===== config.mk =====
export PLATFORM = sky130hd
export DESIGN_NAME = marker_frame_unstuffer
export DESIGN_NICKNAME = d
export VERILOG_FILES = /design/src/sv/mfu_pkg.sv /design/src/sv/marker_frame_unstuffer.sv /design/src/sv/mfu_ctrl.sv /design/src/sv/mfu_dp.sv
export SDC_FILE = /design/constraint.sdc
export NUM_CORES = 1
export LEC_CHECK = 0
export ABC_AREA = 1
export ABC_CLOCK_PERIOD_IN_PS = 3500
export CORE_MARGIN = 5
export CORE_UTILIZATION = 25
export DETAILED_ROUTE_END_ITERATION = 8
export DONT_BUFFER_PORTS = 1
export GPL_TIMING_DRIVEN = 1
export PLACE_DENSITY = 0.47
export SLEW_MARGIN = 15
export SYNTH_ARGS = -nofsm -noshare
export SYNTH_HDL_FRONTEND = slang
export SYNTH_SLANG_ARGS = --single-unit

===== constraint.sdc =====
create_clock -name clk -period 3.5 [get_ports clk]
set_input_delay 0 -clock clk [delete_from_list [all_inputs] [get_ports clk]]
set_output_delay 0 -clock clk [all_outputs]
set_load 0.05 [all_outputs]

===== src/sv/mfu_pkg.sv =====
package mfu_pkg;

  localparam int MAX_PAYLOAD = 32;
  localparam int ADDR_W      = $clog2(MAX_PAYLOAD);
  localparam int COUNT_W     = $clog2(MAX_PAYLOAD + 1);
  localparam int BYTE_W      = 8;
  localparam int IDX_W       = 5;

  localparam logic [BYTE_W-1:0] MARK_START = 8'd254;
  localparam logic [BYTE_W-1:0] MARK_END   = 8'd255;
  localparam logic [BYTE_W-1:0] MARK_ESC   = 8'd253;

  typedef struct packed {
    logic accept;
    logic start_drain;
    logic fetch;
    logic advance;
  } mfu_cmd_t;

  typedef struct packed {
    logic emit;
    logic last_item;
  } mfu_status_t;

endpackage


===== src/sv/marker_frame_unstuffer.sv =====
// Channel   Handshake              Payload
// input     in_valid / in_stall    rx_byte
// output    out_valid / out_stall  msg_type, byte_index, payload_byte, last
//
// Each received byte is accepted while in_valid is high and no frame is being drained.
// A completed frame is drained beat by beat: each beat first reads the
// payload memory, then presents the registered result.
// The input is stalled for the whole drain, from the end marker to the last beat.
// Reset is synchronous and clears the framing state; the payload memory needs no clearing.
// A stalled output beat holds its value until it is taken.
module marker_frame_unstuffer
  import mfu_pkg::*;
(
  input  logic              clk,
  input  logic              rst,
  input  logic              in_valid,
  output logic              in_stall,
  input  logic [BYTE_W-1:0] rx_byte,
  output logic              out_valid,
  input  logic              out_stall,
  output logic [BYTE_W-1:0] msg_type,
  output logic [IDX_W-1:0]  byte_index,
  output logic [BYTE_W-1:0] payload_byte,
  output logic              last
);

  mfu_cmd_t    cmd;
  mfu_status_t status;

  mfu_ctrl u_ctrl (
    .clk       (clk),
    .rst       (rst),
    .in_valid  (in_valid),
    .in_stall  (in_stall),
    .out_valid (out_valid),
    .out_stall (out_stall),
    .status    (status),
    .cmd       (cmd)
  );

  mfu_dp u_dp (
    .clk          (clk),
    .rst          (rst),
    .rx_byte      (rx_byte),
    .cmd          (cmd),
    .status       (status),
    .msg_type     (msg_type),
    .byte_index   (byte_index),
    .payload_byte (payload_byte),
    .last         (last)
  );

endmodule


===== src/sv/mfu_ctrl.sv =====
module mfu_ctrl
  import mfu_pkg::*;
(
  input  logic        clk,
  input  logic        rst,
  input  logic        in_valid,
  output logic        in_stall,
  output logic        out_valid,
  input  logic        out_stall,
  input  mfu_status_t status,
  output mfu_cmd_t    cmd
);

  typedef enum logic [1:0] {
    RECV,
    FETCH,
    SHOW
  } state_t;

  state_t state;

  always_comb begin
    cmd.accept      = (state == RECV) && in_valid;
    cmd.start_drain = (state == RECV) && in_valid && status.emit;
    cmd.fetch       = (state == FETCH);
    cmd.advance     = (state == SHOW) && !out_stall && !status.last_item;
  end

  always_ff @(posedge clk) begin
    if (rst) begin
      state     <= RECV;
      in_stall  <= 1'b0;
      out_valid <= 1'b0;
    end else begin
      case (state)
        RECV: begin
          if (in_valid && status.emit) begin
            state    <= FETCH;
            in_stall <= 1'b1;
          end
        end
        FETCH: begin
          state     <= SHOW;
          out_valid <= 1'b1;
        end
        SHOW: begin
          if (!out_stall) begin
            out_valid <= 1'b0;
            if (status.last_item) begin
              state    <= RECV;
              in_stall <= 1'b0;
            end else begin
              state <= FETCH;
            end
          end
        end
        default: begin
          state     <= RECV;
          in_stall  <= 1'b0;
          out_valid <= 1'b0;
        end
      endcase
    end
  end

endmodule


===== src/sv/mfu_dp.sv =====
module mfu_dp
  import mfu_pkg::*;
(
  input  logic              clk,
  input  logic              rst,
  input  logic [BYTE_W-1:0] rx_byte,
  input  mfu_cmd_t          cmd,
  output mfu_status_t       status,
  output logic [BYTE_W-1:0] msg_type,
  output logic [IDX_W-1:0]  byte_index,
  output logic [BYTE_W-1:0] payload_byte,
  output logic              last
);

  logic               in_frame;
  logic               type_seen;
  logic [BYTE_W-1:0]  frame_type;
  logic               escape_pending;
  logic               overflowed;
  logic [COUNT_W-1:0] payload_count;

  logic [BYTE_W-1:0]  payload_store [MAX_PAYLOAD];

  logic [BYTE_W-1:0]  drain_type;
  logic [ADDR_W-1:0]  drain_last;
  logic [ADDR_W-1:0]  rd_ptr;
  logic [BYTE_W-1:0]  rd_data;

  logic               store_en;
  logic [BYTE_W-1:0]  store_val;

  always_comb begin
    status.emit      = (rx_byte == MARK_END) && in_frame && type_seen && !overflowed
                       && (payload_count != '0);
    status.last_item = (rd_ptr == drain_last);
  end

  always_comb begin
    store_en  = 1'b0;
    store_val = rx_byte;
    if (cmd.accept && in_frame && type_seen && rx_byte != MARK_START && rx_byte != MARK_END)
    begin
      if (escape_pending) begin
        store_en  = 1'b1;
        store_val = BYTE_W'(MARK_ESC + rx_byte);
      end else if (rx_byte != MARK_ESC) begin
        store_en = 1'b1;
      end
    end
  end

  always_ff @(posedge clk) begin
    if (rst) begin
      in_frame       <= 1'b0;
      type_seen      <= 1'b0;
      frame_type     <= '0;
      escape_pending <= 1'b0;
      overflowed     <= 1'b0;
      payload_count  <= '0;
    end else if (cmd.accept) begin
      if (rx_byte == MARK_START) begin
        in_frame       <= 1'b1;
        type_seen      <= 1'b0;
        frame_type     <= '0;
        escape_pending <= 1'b0;
        overflowed     <= 1'b0;
        payload_count  <= '0;
      end else if (in_frame) begin
        if (rx_byte == MARK_END) begin
          in_frame       <= 1'b0;
          type_seen      <= 1'b0;
          frame_type     <= '0;
          escape_pending <= 1'b0;
          overflowed     <= 1'b0;
          payload_count  <= '0;
        end else if (!type_seen) begin
          frame_type <= rx_byte;
          type_seen  <= 1'b1;
        end else if (escape_pending) begin
          escape_pending <= 1'b0;
        end else if (rx_byte == MARK_ESC) begin
          escape_pending <= 1'b1;
        end
        if (store_en) begin
          if (payload_count < COUNT_W'(MAX_PAYLOAD)) begin
            payload_count <= payload_count + COUNT_W'(1);
          end else begin
            overflowed <= 1'b1;
          end
        end
      end
    end
  end

  always_ff @(posedge clk) begin
    if (store_en && payload_count < COUNT_W'(MAX_PAYLOAD)) begin
      payload_store[payload_count[ADDR_W-1:0]] <= store_val;
    end
    if (cmd.fetch) begin
      rd_data <= payload_store[rd_ptr];
    end
  end

  always_ff @(posedge clk) begin
    if (cmd.start_drain) begin
      drain_type <= frame_type;
      drain_last <= ADDR_W'(payload_count - COUNT_W'(1));
      rd_ptr     <= '0;
    end else if (cmd.advance) begin
      rd_ptr <= rd_ptr + ADDR_W'(1);
    end
  end

  assign msg_type     = drain_type;
  assign byte_index   = IDX_W'(rd_ptr);
  assign payload_byte = rd_data;
  assign last         = (rd_ptr == drain_last);

endmodule

Yosys cells after proc, flatten, opt, wreduce, memory -nomap -nowiden
Memories as Yosys holds them, arrays and structs flattened. A register that Yosys moved wholly into a read port is not among the register bits.
Cells that the tools add are included.
W data, S select, Z words.

word-level totals
  register bits = 40
  RAM bits = 256
  input bits = 12
  output and inout port bits = 24
  word-level logic and storage cells = 102
  memories kept = 1

operators by class
  add/subtract/negate cells = 4
  magnitude comparators = 1
  eq/ne operators = 13
  mux-type cells = 42
  bitwise operators = 2
  reductions and logical operators = 27

memories
  name                depth  width  read ports  clocked after memory_dff  write ports  line          source
  u_dp.payload_store  32     8      1           1                         1            mfu_dp.sv:22  logic [BYTE_W-1:0] payload_store [MAX_PAYLOAD];

operators with widths
  cell                   count
  $mux W8                6
  $mux W6                5
  $mux W1                26
  $eq A8 B8 Y1 const B   3
  $ne A8 B8 Y1 const B   3
  $logic_and A1 B1 Y1    14
  $add A8 B8 Y8 const A  1
  $add A6 B1 Y6 const B  1
  $lt A6 B6 Y1 const B   1
  $ne A2 B2 Y1 const B   3
  $pmux W1 S3            2
  $pmux W2 S3            1
  $reduce_and A2 Y1      3
  $reduce_and A3 Y1      2
  $reduce_bool A6 Y1     1
  $add A5 B1 Y5 const B  1
  $eq A5 B5 Y1           1
  $sub A5 B1 Y5 const B  1
  $mux W2                2
  $reduce_and A4 Y1      1
  $logic_not A1 Y1       3
  $ne A3 B3 Y1 const B   1
  $reduce_bool A3 Y1     1
  $eq A2 B1 Y1 const B   1
  4 further kinds        5

Logic depth before layout (Yosys ltp)
Gate-level depths: netlist of run 1.

  word-level depth = 10
  depth in mapped cells = 11
  mapped depth without buffers = 11

By module
From an unflattened synthesis of run 1, not the netlist that was laid out.

second synthesis, totals
  cells, all modules = 1,116
  area total of the unflattened synthesis = 12,797.3 um^2

modules (own cells, without submodules)
  module    times used  cells each  area each (um^2)  sequential area each (um^2)
  mfu_dp    1           1,087       12,582.1          8,778.4
  mfu_ctrl  1           29          215.2             80.1

Worst setup path after synthesis of run 1
Ideal clock, no wire load.

  path kind = register -> register
  start point = register u_ctrl.state[1]
  end point = memory u_dp.payload_store[0][1], data pin
  setup time = 0.454 ns
  arrival time = 2.402 ns
  required time = 3.046 ns
  path slack = 0.644 ns
  stages on the path, launching flop included = 9
  buffers on the path = 1
  clock period less this slack = 2.856 ns
  cells stage by stage = dfxtp_1 > buf_6 > nor2_8 > nand3_4 > nor2_8 > nand3_4 > nor2_4 > inv_1 > o21ai_0

between the ends
  cells in the longest elaborated chain, start to end = 7

RTL lines
  element                           line            source
  start, declared                   mfu_ctrl.sv:20  state_t state;
  start signal, assigned            mfu_ctrl.sv:31  state <= RECV;
  start signal, assigned            mfu_ctrl.sv:38  state <= FETCH;
  start signal, assigned            mfu_ctrl.sv:43  state <= SHOW;
  $logic_not A2 Y1                  mfu_ctrl.sv:23  cmd.accept = (state == RECV) && in_valid;
  $logic_and A1 B1 Y1               mfu_ctrl.sv:23
  $logic_and A1 B1 Y1 (4 in a row)  mfu_dp.sv:41    if (cmd.accept && in_frame && type_seen && rx_byte != MARK_START && rx_byte != MARK_END)
  $mux W8                           mfu_dp.sv:41
  net u_dp.store_val[1]             mfu_dp.sv:30    logic [BYTE_W-1:0] store_val;
  end, declared                     mfu_dp.sv:22

The timed path passes the listed nets, and every way through them passes these cells.

Worst setup path after layout of run 1
  start point = register u_ctrl.state[1]
  end point = memory u_dp.payload_store[10][2], enable pin

between the ends
  cells in the longest elaborated chain, start to end = 10

RTL lines
  element                           line            source
  $logic_not A2 Y1                  mfu_ctrl.sv:23
  $logic_and A1 B1 Y1               mfu_ctrl.sv:23
  $logic_and A1 B1 Y1 (4 in a row)  mfu_dp.sv:41
  $mux W1                           mfu_dp.sv:41
  $logic_and A1 B1 Y1               mfu_dp.sv:96    if (store_en && payload_count < COUNT_W'(MAX_PAYLOAD)) begin
  $mux W1                           mfu_dp.sv:96
  $mux W1 (implied by the code)     mfu_dp.sv:97    payload_store[payload_count[ADDR_W-1:0]] <= store_val;

No other way between the ends.

==> metrics.txt, run 1 <==
run status=finished clean; launching instance or port of the critical path=u_ctrl.state[1]; number of hold-repair buffers added at the cts stage=12; count of clock tree sinks=304; CTS H-tree lvls=2; vias per cell=4.59; number of I/O pins=36; antenna violations before repair=0; Clock Tree Root=sky130_fd_sc_hd__clkbuf_16; final routed DRC violation total=0; reg2reg setup slack=0.95 ns; number of gates given a new drive strength after cts=0; synthesis-to-finish area growth=16.4%; number of max-cap violations=0; kind of critical path=flop to flop; final slew viol count=0; final antenna diode count=0; post-CTS setup-driven buffer insertion count=0; antenna-violating nets left=0; wire length of the first global-routing pass=52500 um; TritonCTS Buffers=36; Overflow after GRT=0; total half-perimeter wirelength after legalization and detailed placement=20800 um; critical path startpoint category=flop; share of final-layout standard cells stronger than drive strength 1=9.40%; area of the core=50200 um2; worst r2r src=u_ctrl.state[1]; unrepaired setup endpoints after global routing=no; number of vias in the routed layout=8314; setup TNS=0 ns; Cell variety after synth=39; Max Clock Skew=0.0137 ns; Synth Area per Inst=11.6 um2; switching pwr=2.66 mW; number of detailed-route iterations in the first pass=5; netlist area before placement=12700 um2; Post-Route Hold Slack=0.0242 ns; total power density per cell area=626 nW/um2; leading cell type in the layout, fill and taps excluded=sky130_fd_sc_hd__edfxtp_1; required time worst endpoint=3.62 ns; endpoint of the worst hold-timing path=u_dp.escape_pending; clock tree from TritonCTS=yes; Tot GR Track Use=12.0%; DR iter-0 viols=747; Crit. End Element=flop; Worst Max-Slew Pin Slew=0.817 ns; Arr. time, crit path=2.68 ns; switching share of power=28.8%; achievable frequency=0.392 GHz; proportion of power drawn by flip-flops and latches=43.8%; flip-flop and latch count after synthesis=304; Vert. Die Dim=235 um; CTS Buffer Depth=3; Final Net Count=1133; initial core utilization=25.3%; path depth of the worst reg2reg path=7; instance count of the mapped netlist=1095; final period demand of the worst path=2.55 ns; HP Class=input pin to flop; floorplan die area=55400 um2; clock slew at reported path FFs=0.06 ns; average wire per cell in the routed design=18.9 um; width of the die=235 um; DRT Wirelength=34200 um; power share of the clock group=38.6%; sequential element share of the synthesized area=69.8%; count of buffers inserted at the top-level ports=0; Hold Path Depth=6; peak supply drop=0.000415 V; most used cells in the layout excluding fill and tap cells=277 x sky130_fd_sc_hd__edfxtp_1, 197 x sky130_fd_sc_hd__nor2_1, 137 x sky130_fd_sc_hd__nand2_1, 133 x sky130_fd_sc_hd__o21ai_0, 49 x sky130_fd_sc_hd__inv_1; Synth warnings=0; routability-driven placement congestion ratio=0.843; internal power of the cells=6.59 mW; static leakage=4.89 nW; largest net degree at the start of global routing=133; later-pin clock latency in the skew report=0.51 ns; via count of the first global-routing pass=8241; post-synthesis net count=1116; worst r2r dst=u_dp.payload_store[10][2]; number of endpoints with negative hold slack in the final report=0; maximum fanout count along the critical path=8; combinational power share=17.6%; headroom to the max-slew limit=45.3%; site row count=82; Worst Hold Launch=rx_byte[2]; number of setup violations in the final report=0; post-route fraction of the period consumed by the critical path=72.9%
routing by layer:
layer	routed length (um)	track usage, %	share of wire, %	vias to the layer above
li1	-	-	-	3939
met1	15600	16.9	46	4114
met2	16400	19.6	48	230
met3	1850	2.38	5.4	31
met4	352	2.04	1.0	0
met5	0	0	0	-
stage by stage:
step	utilization [%]	instance area, um2	setup WS (ns)	instances	power [mW]
5_1_grt	29.5	14800	0.724	1810	9.70
4_1_cts	29.5	14800	0.946	1810	9.35
3_5_place_dp	27.0	13500	0.964	1734	5.75
3_3_place_gp	27.0	13500	1.07	1734	5.76
6_report	29.5	14800	0.947	1810	9.25
2_1_floorplan	-	12700	0.644	1095	5.22
worst max path at each step:
| stage | end | slack [ns] | depth (start not counted) |
|---|---|---|---|
| floorplan | u_dp.payload_store[0][1] | 0.64 | 8 |
| global placement | u_dp.payload_store[5][5] | 1.07 | 7 |
| detailed placement | u_dp.payload_store[10][6] | 0.96 | 7 |
| CTS | u_dp.payload_store[10][5] | 0.95 | 7 |
| global route | u_dp.payload_store[10][2] | 0.72 | 7 |
| finish | u_dp.payload_store[10][2] | 0.95 | 7 |
worst max-delay path, stage by stage (launching register included):
cell	delay [ns]
sky130_fd_sc_hd__dfxtp_1	0.41
sky130_fd_sc_hd__nor2_8	0.18
sky130_fd_sc_hd__nand3_4	0.14
sky130_fd_sc_hd__nor2_8	0.14
sky130_fd_sc_hd__nand4_4	0.13
sky130_fd_sc_hd__nor2_4	0.21
sky130_fd_sc_hd__nand2_2	0.25
sky130_fd_sc_hd__nor2_1	0.70
final cells by class:
class                      instances  area, um2
inverter                          56        213
fill                            5126      35400
timing repair buffer              34        323
clock buffer                      44        982
tap                              672        841
sequential                       304       8870
clock inverter                    20        146
multi-input combinational        680       3410
kinds of logic after synthesis:
kind of cell | Yosys count | share of synthesized area (%)
xor+xnor | 11 | 0.759
flops | 304 | 69.8
compound gates | 235 | 10.3
simple gates | 425 | 14.6
fa+ha+maj | 9 | 0.887
buf+inv | 111 | 3.68
synthesized netlist by cell type, drive strengths merged:
library cell,instances,area (um2)
a211oi,3,22.5
a21oi,28,140
a22oi,1,7.51
buf,28,153
clkbuf,27,103
clkinv,4,16.3
dfxtp,27,541
edfxtp,277,8320
ha,9,113
inv,52,195
nand2,145,569
nand3,51,285
nand4,15,109
nor2,207,850
nor3,4,20.0
nor3b,1,7.51
nor4,2,12.5
o211ai,32,240
o21a,1,7.51
o21ai,139,699
o22ai,31,194
xnor2,2,17.5
xor2,9,78.8
power groups by stage:
stage	clock [mW]	sequential, mW	combinational (mW)
2_1_floorplan	0	4.13	1.08
3_3_place_gp	0	4.13	1.63
3_5_place_dp	0	4.13	1.62
4_1_cts	3.65	4.06	1.64
5_1_grt	3.84	4.06	1.80
6_report	3.57	4.06	1.63
flip-flops by register name, summed over array words and instances, names as in the netlist, 2 cells and up:
register,count
u_dp.byte_index,5
u_dp.drain_last,5
u_dp.payload_count,6
u_dp.payload_store,256
u_ctrl.state,2
u_dp.payload_byte,8
u_dp.frame_type,8
u_dp.msg_type,8
Power figures use the tool's default switching activity.
==> run 2: changes to the inputs <==
Settings changed: ABC_CLOCK_PERIOD_IN_PS 3500 to 2200, PLACE_DENSITY 0.47 to 0.49.
Clock period 3.5 ns to 2.2 ns, I/O delays scaled along.
==> run 2 against run 1 <==
Against the previous run: count of clock-buffer cells in the layout increased by 3; sequential share of layout area decreased by 2.2 points; global-route usage increased by 0.17 points; non-clock buffer count increased by 56; critical path type unchanged; critical endpoint is now u_dp.payload_store[6][0]; largest power group unchanged.
==> metrics.txt, run 2 (synthesized netlist as in run 1, its figures left out) <==
routability-driven placement congestion ratio=0.833 (-1.2%); Vert. Die Dim=235 um (unchanged); achievable frequency=0.479 GHz (+22%); DRT Wirelength=35100 um (+2.6%); later-pin clock latency in the skew report=0.54 ns (+0.03 ns); critical path startpoint category=flop; average wire per cell in the routed design=18.8 um (-0.53%); final period demand of the worst path=2.09 ns (-0.465 ns); largest net degree at the start of global routing=75 (-44%); initial core utilization=25.3% (unchanged); TritonCTS Buffers=36 (unchanged); Clock Tree Root=sky130_fd_sc_hd__clkbuf_16; most used cells in the layout excluding fill and tap cells=277 x sky130_fd_sc_hd__edfxtp_1, 196 x sky130_fd_sc_hd__nor2_1, 136 x sky130_fd_sc_hd__nand2_1, 133 x sky130_fd_sc_hd__o21ai_0, 64 x sky130_fd_sc_hd__buf_4; number of detailed-route iterations in the first pass=5 (unchanged); maximum fanout count along the critical path=8 (unchanged); kind of critical path=flop to flop; utilization after layout=30.6% (+1.1 points); required time worst endpoint=2.44 ns (-1.18 ns); final routed DRC violation total=0 (unchanged); peak supply drop=0.000468 V (+13%); headroom to the max-slew limit=50.9% (+5.6 points); vias per cell=4.58 (-0.22%); count of buffers inserted at the top-level ports=0 (unchanged); area of the core=50200 um2 (unchanged); run status=finished clean; via count of the first global-routing pass=8661 (+5.1%); number of filler instances in the final layout=5124 (-0.039%); clock tree from TritonCTS=yes; CTS Buffer Depth=3 (unchanged); number of max-cap violations=0 (unchanged); Hold Path Depth=5 (-1); flip-flop count of the largest register, all copies and words added=256 (unchanged); wire length of the first global-routing pass=52600 um (+0.12%); number of I/O pins=36 (unchanged); path depth of the worst reg2reg path=8 (+1); total half-perimeter wirelength after legalization and detailed placement=22100 um (+6.3%); post-route fraction of the period consumed by the critical path=94.9% (+22 points); Overflow after GRT=0 (unchanged); synthesis-to-finish area growth=20.9%; Crit. End Element=flop; count of clock tree sinks=304 (unchanged); Final Net Count=1189 (+4.9%); static leakage=5.25 nW (+7.4%); number of vias in the routed layout=8552 (+2.9%); Max Clock Skew=0.0177 ns (+0.00401 ns); clock slew at reported path FFs=0.06 ns (about the same); antenna violations before repair=0 (unchanged); Tot GR Track Use=12.2% (+0.17 points); number of setup violations in the final report=0 (unchanged); DR iter-0 viols=690 (-7.6%); Worst Max-Slew Pin Slew=0.734 ns (-0.0836 ns); post-CTS setup-driven buffer insertion count=0 (unchanged); site row count=82 (unchanged); floorplan die area=55400 um2 (unchanged); setup TNS=0 ns (unchanged); width of the die=235 um (unchanged); total power density per cell area=973 nW/um2 (+55%); final slew viol count=0 (unchanged); Arr. time, crit path=2.32 ns (-0.36 ns); overall power=14.9 mW (+61%); leading cell type in the layout, fill and taps excluded=sky130_fd_sc_hd__edfxtp_1; number of endpoints with negative hold slack in the final report=0 (unchanged); CTS H-tree lvls=2 (unchanged); antenna-violating nets left=0 (unchanged); HP Class=input pin to flop; final antenna diode count=0 (unchanged); unrepaired setup endpoints after global routing=yes; share of final-layout standard cells stronger than drive strength 1=13.9% (+4.5 points)
run 2: final cells by class:
type / count / area, um2 / area share [%]
inverter: 56 / 213 / 1.39
multi-input combinational: 680 / 3430 / 22.3
clock buffer: 47 / 1000 / 6.54
sequential: 304 / 8870 / 57.7
clock inverter: 17 / 141 / 0.921
tap: 672 / 841 / 5.48
timing repair buffer: 90 / 861 / 5.61
run 2: what timing repair did:
action / in CTS / in global routing
hold buffers: 14 / 0
gates resized for setup: 0 / 4
hold endpoints to repair: 279 / 0
setup endpoints to repair: 0 / 30
run 2: final timing paths:
| path | startpoint | end | slack [ns] |
|---|---|---|---|
| max | u_ctrl.state[1] | u_dp.payload_store[6][0] | 0.11 |
| min | rx_byte[7] | u_dp.payload_count[0] | 0.03 |
| max reg2reg | u_ctrl.state[1] | u_dp.payload_store[6][0] | 0.11 |
| min reg2reg | u_dp.frame_type[5] | u_dp.msg_type[5] | 0.43 |
run 2: critical path: stages, from the launching register on:
cell and delay (ns):
sky130_fd_sc_hd__dfxtp_1 0.36, sky130_fd_sc_hd__nor2_8 0.16, sky130_fd_sc_hd__nand3_4 0.13, sky130_fd_sc_hd__nor2_8 0.14
sky130_fd_sc_hd__nand4_4 0.14, sky130_fd_sc_hd__nor2_4 0.26, sky130_fd_sc_hd__nand2_2 0.24, sky130_fd_sc_hd__nor2_1 0.17
sky130_fd_sc_hd__buf_4 0.19
run 2: where the power goes:
group	internal [mW]	switching [mW]	leakage [nW]
logic	0.879	1.91	1.98
clock network	3.37	2.37	0.566
registers	6.35	0.0766	2.71
total	10.6	4.35	5.25
run 2: per-layer routing:
layer  wire, um  part of all wire, %  vias to the layer above  global-route usage (%)
met5          0                    0                        -                       0
met4        926                  2.6                        0                    3.75
met3       2010                  5.7                       74                    2.32
li1           -                    -                     4050                       -
met1      15200                   43                     4179                    16.1
met2      16900                   48                      249                    20.4
run 2: stage by stage:
stage               cell area (um2)  worst slack [ns]  cells  hold slack, ns
global route                  15400           -0.0271   1866          0.0765
global placement              14100             0.164   1788          0.0724
detailed placement            14100             0.123   1788          0.0737
CTS                           15300            0.0922   1866          0.0100
finish                        15400             0.111   1866          0.0342
floorplan                     12700            -0.273   1095           0.143
==> run 3: changes to the inputs <==
--- a/config.mk
+++ b/config.mk
@@ -15,2 +15,3 @@
 export PLACE_DENSITY = 0.49
+export SKIP_LAST_GASP = 1
 export SLEW_MARGIN = 15
==> constraint.sdc (replaced) <==
create_clock -name clk -period 2.2 [get_ports clk]
set_input_delay 0.33 -clock clk [delete_from_list [all_inputs] [get_ports clk]]
set_output_delay 0.33 -clock clk [all_outputs]
set_load 0.05 [all_outputs]
==> run 3 against run 2 <==
Against the previous run: first-iteration DRC count rose by 8.4%; critical endpoint is now last; clock skew rose by 0.0062 ns; core utilization rose by 0.32 points; critical path depth fell by 1.
==> metrics.txt, run 3 (synthesized netlist as in run 1, its figures left out) <==
kind of critical path=flop to output pin; final routed DRC violation total=0 (unchanged); launching instance or port of the critical path=u_dp.byte_index[0]; post-route fraction of the period consumed by the critical path=96.2% (+1.2 points); Final Net Count=1193 (+0.34%); Worst Hold Launch=out_stall; detailed route wirelength on metal3=1840 um (-8.5%); synthesis-to-finish area growth=22.2%; switching share of power=29.0% (-0.068 points); run status=finished clean; Clock Tree Root=sky130_fd_sc_hd__clkbuf_16; proportion of power drawn by flip-flops and latches=42.4% (-0.6 points); floorplan die area=55400 um2 (unchanged); series of cell instances along the critical path=inv_6 -> buf_16 -> nand2_1 -> a21oi_2 -> nand3_2 -> inv_1 -> buf_6; final antenna diode count=0 (unchanged); CTS Buffer Depth=3 (unchanged); DR iter-0 viols=748 (+8.4%); routability-driven placement congestion ratio=0.819 (-1.7%); number of max-cap violations=0 (unchanged); final period demand of the worst path=2.12 ns (+0.0271 ns); flip-flop count of the largest register, all copies and words added=256 (unchanged); FF+latch area=8870 um2 (unchanged); final std cells w/o fill=1870 (+0.21%); number of detailed-route iterations in the first pass=5 (unchanged); count of clock tree sinks=304 (unchanged); wire length on met2=16800 um (-0.70%); static leakage=5.31 nW (+1.1%); area of the core=50200 um2 (unchanged); required time worst endpoint=1.87 ns (-0.57 ns); dpl cells=1793 (+0.28%); headroom to the max-slew limit=51.8% (+0.84 points); Tot GR Track Use=12.2% (+0.051 points); maximum fanout count along the critical path=17 (+9); Vert. Die Dim=235 um (unchanged); Final Worst Setup Slack=0.0844 ns (-0.0271 ns); Arr. time, crit path=1.79 ns (-0.53 ns); overall power=15.1 mW (+1.3%); HP Class=input pin to flop; leading cell type in the layout, fill and taps excluded=sky130_fd_sc_hd__edfxtp_1; number of filler instances in the final layout=5079 (-0.88%); total half-perimeter wirelength after legalization and detailed placement=22300 um (+1.1%); peak supply drop=0.000494 V (+5.5%); share of final-layout standard cells stronger than drive strength 1=14.5% (+0.62 points); antenna-violating nets left=0 (unchanged); path depth of the worst reg2reg path=8 (unchanged); utilization after layout=30.9% (+0.32 points); critical path startpoint category=flop; Crit. End Element=output pin; vias per cell=4.58 (-0.14%); combinational power share=20.7% (+2.1 points); area of combinational cells with multiple inputs=3420 um2 (-0.18%); Hold Path Depth=2 (-3); site row count=82 (unchanged); largest net degree at the start of global routing=63 (-16%); wire length of the first global-routing pass=53400 um (+1.6%); Max Clock Skew=0.0238 ns (+0.00619 ns); highest signal layer in the routed design=met4; number of endpoints with negative hold slack in the final report=0 (unchanged); wl on met1=15600 um (+2.2%); via count of the first global-routing pass=8582 (-0.91%); number of vias in the routed layout=8558 (+0.070%); width of the die=235 um (unchanged); CTS H-tree lvls=2 (unchanged); number of setup violations in the final report=0 (unchanged); count of buffers inserted at the top-level ports=0 (unchanged); clock slew at reported path FFs=0.06 ns (about the same); switching pwr=4.40 mW (+1.1%); achievable frequency=0.473 GHz (-1.3%); clock tree from TritonCTS=yes; final slew viol count=0 (unchanged); internal power of the cells=10.7 mW (+1.4%); setup slack at placement=0.0696 ns (-0.0532 ns); average wire per cell in the routed design=18.8 um (-0.24%); Max stage delay cell, worst path=sky130_fd_sc_hd__dfxtp_4; TritonCTS Buffers=34 (-5.6%); Worst Max-Slew Pin Slew=0.721 ns (-0.0126 ns); DRT Wirelength=35100 um (about the same); most used cells in the layout excluding fill and tap cells=277 x sky130_fd_sc_hd__edfxtp_1, 197 x sky130_fd_sc_hd__nor2_1, 137 x sky130_fd_sc_hd__nand2_1, 133 x sky130_fd_sc_hd__o21ai_0, 65 x sky130_fd_sc_hd__buf_4; worst r2r src=u_ctrl.state[1]; total power density per cell area=976 nW/um2 (+0.26%); antenna violations before repair=0 (unchanged); unrepaired setup endpoints after global routing=yes; number of I/O pins=36 (unchanged); Overflow after GRT=0 (unchanged); slowest cell delay on critical path=0.39 ns (+0.03 ns); power share of the clock group=36.9% (-1.5 points); initial core utilization=25.3% (unchanged); later-pin clock latency in the skew report=0.53 ns (about the same)
-- run 3: cell count changes in the layout (fill, tap and decap cells not counted), moves of 2 or more --
cell	change
sky130_fd_sc_hd__bufbuf_16	+3
sky130_fd_sc_hd__dlygate4sd3_1	-5
sky130_fd_sc_hd__clkbuf_8	-2
sky130_fd_sc_hd__clkinvlp_4	+2
sky130_fd_sc_hd__clkbuf_16	-2
sky130_fd_sc_hd__nand2_4	-2
sky130_fd_sc_hd__buf_16	+2
sky130_fd_sc_hd__buf_12	+3
sky130_fd_sc_hd__bufinv_16	+2
-- run 3: layer usage --
| layer | GRT usage, % | up-vias |
|---|---|---|
| met5 | 0 | - |
| met4 | 3.11 | 0 |
| met3 | 1.99 | 45 |
| met2 | 20.5 | 254 |
| met1 | 16.6 | 4202 |
| li1 | - | 4057 |
-- run 3: layout make-up --
cell class | count | share of cell area, %
Multi-Input combinational cell | 680 | 22.1
Sequential cell | 304 | 57.1
Clock inverter | 20 | 1.28
Timing Repair Buffer | 96 | 6.88
Tap cell | 672 | 5.42
Clock buffer | 42 | 5.81
Inverter | 56 | 1.41
-- run 3: what timing repair did --
| item | 4_1_cts | 5_1_grt |
|---|---|---|
| cloned | 3 | 1 |
| pin swaps | 1 | 1 |
| hold endpoints to repair | 16 | 0 |
| setup buffers | 3 | 0 |
| endpoints found under the setup margin | 1 | 7 |
| hold buffers | 9 | 0 |
| resized for setup | 3 | 5 |
-- run 3: critical path, delay by kind of cell (launching register included) --
kind                   cells  cell delay (ns)
AO/OA/AOI/OAI              1             0.16
buffers and inverters      4             0.51
flip-flops                 1             0.39
AND/OR/NAND/NOR            2             0.19
-- run 3: through the flow --
| stage | setup TNS (ns) | area [um2] | hold WS [ns] |
|---|---|---|---|
| 2_1_floorplan | -15.93 | 12700 | 0.409 |
| 3_3_place_gp | 0 | 14200 | 0.402 |
| 3_5_place_dp | 0 | 14200 | 0.405 |
| 4_1_cts | 0 | 15500 | 0.0348 |
| 5_1_grt | -0.0632 | 15500 | 0.0425 |
| 6_report | 0 | 15500 | 0.0484 |
-- run 3: worst paths after layout --
kind	to	slack, ns
worst min register to register	u_dp.msg_type[7]	0.43
worst max register to register	u_dp.payload_store[14][6]	0.16
worst min-delay path	u_ctrl.out_valid	0.05
worst max-delay path	last	0.08
-- run 3: power by group through the flow --
| stage | sequential, mW | clock [mW] | combinational [mW] |
|---|---|---|---|
| 6_report | 6.42 | 5.59 | 3.13 |
| 5_1_grt | 6.42 | 5.97 | 3.45 |
| 4_1_cts | 6.40 | 5.74 | 3.11 |
| 3_5_place_dp | 6.55 | 0 | 2.88 |
| 3_3_place_gp | 6.55 | 0 | 2.88 |
| 2_1_floorplan | 6.57 | 0 | 1.73 |
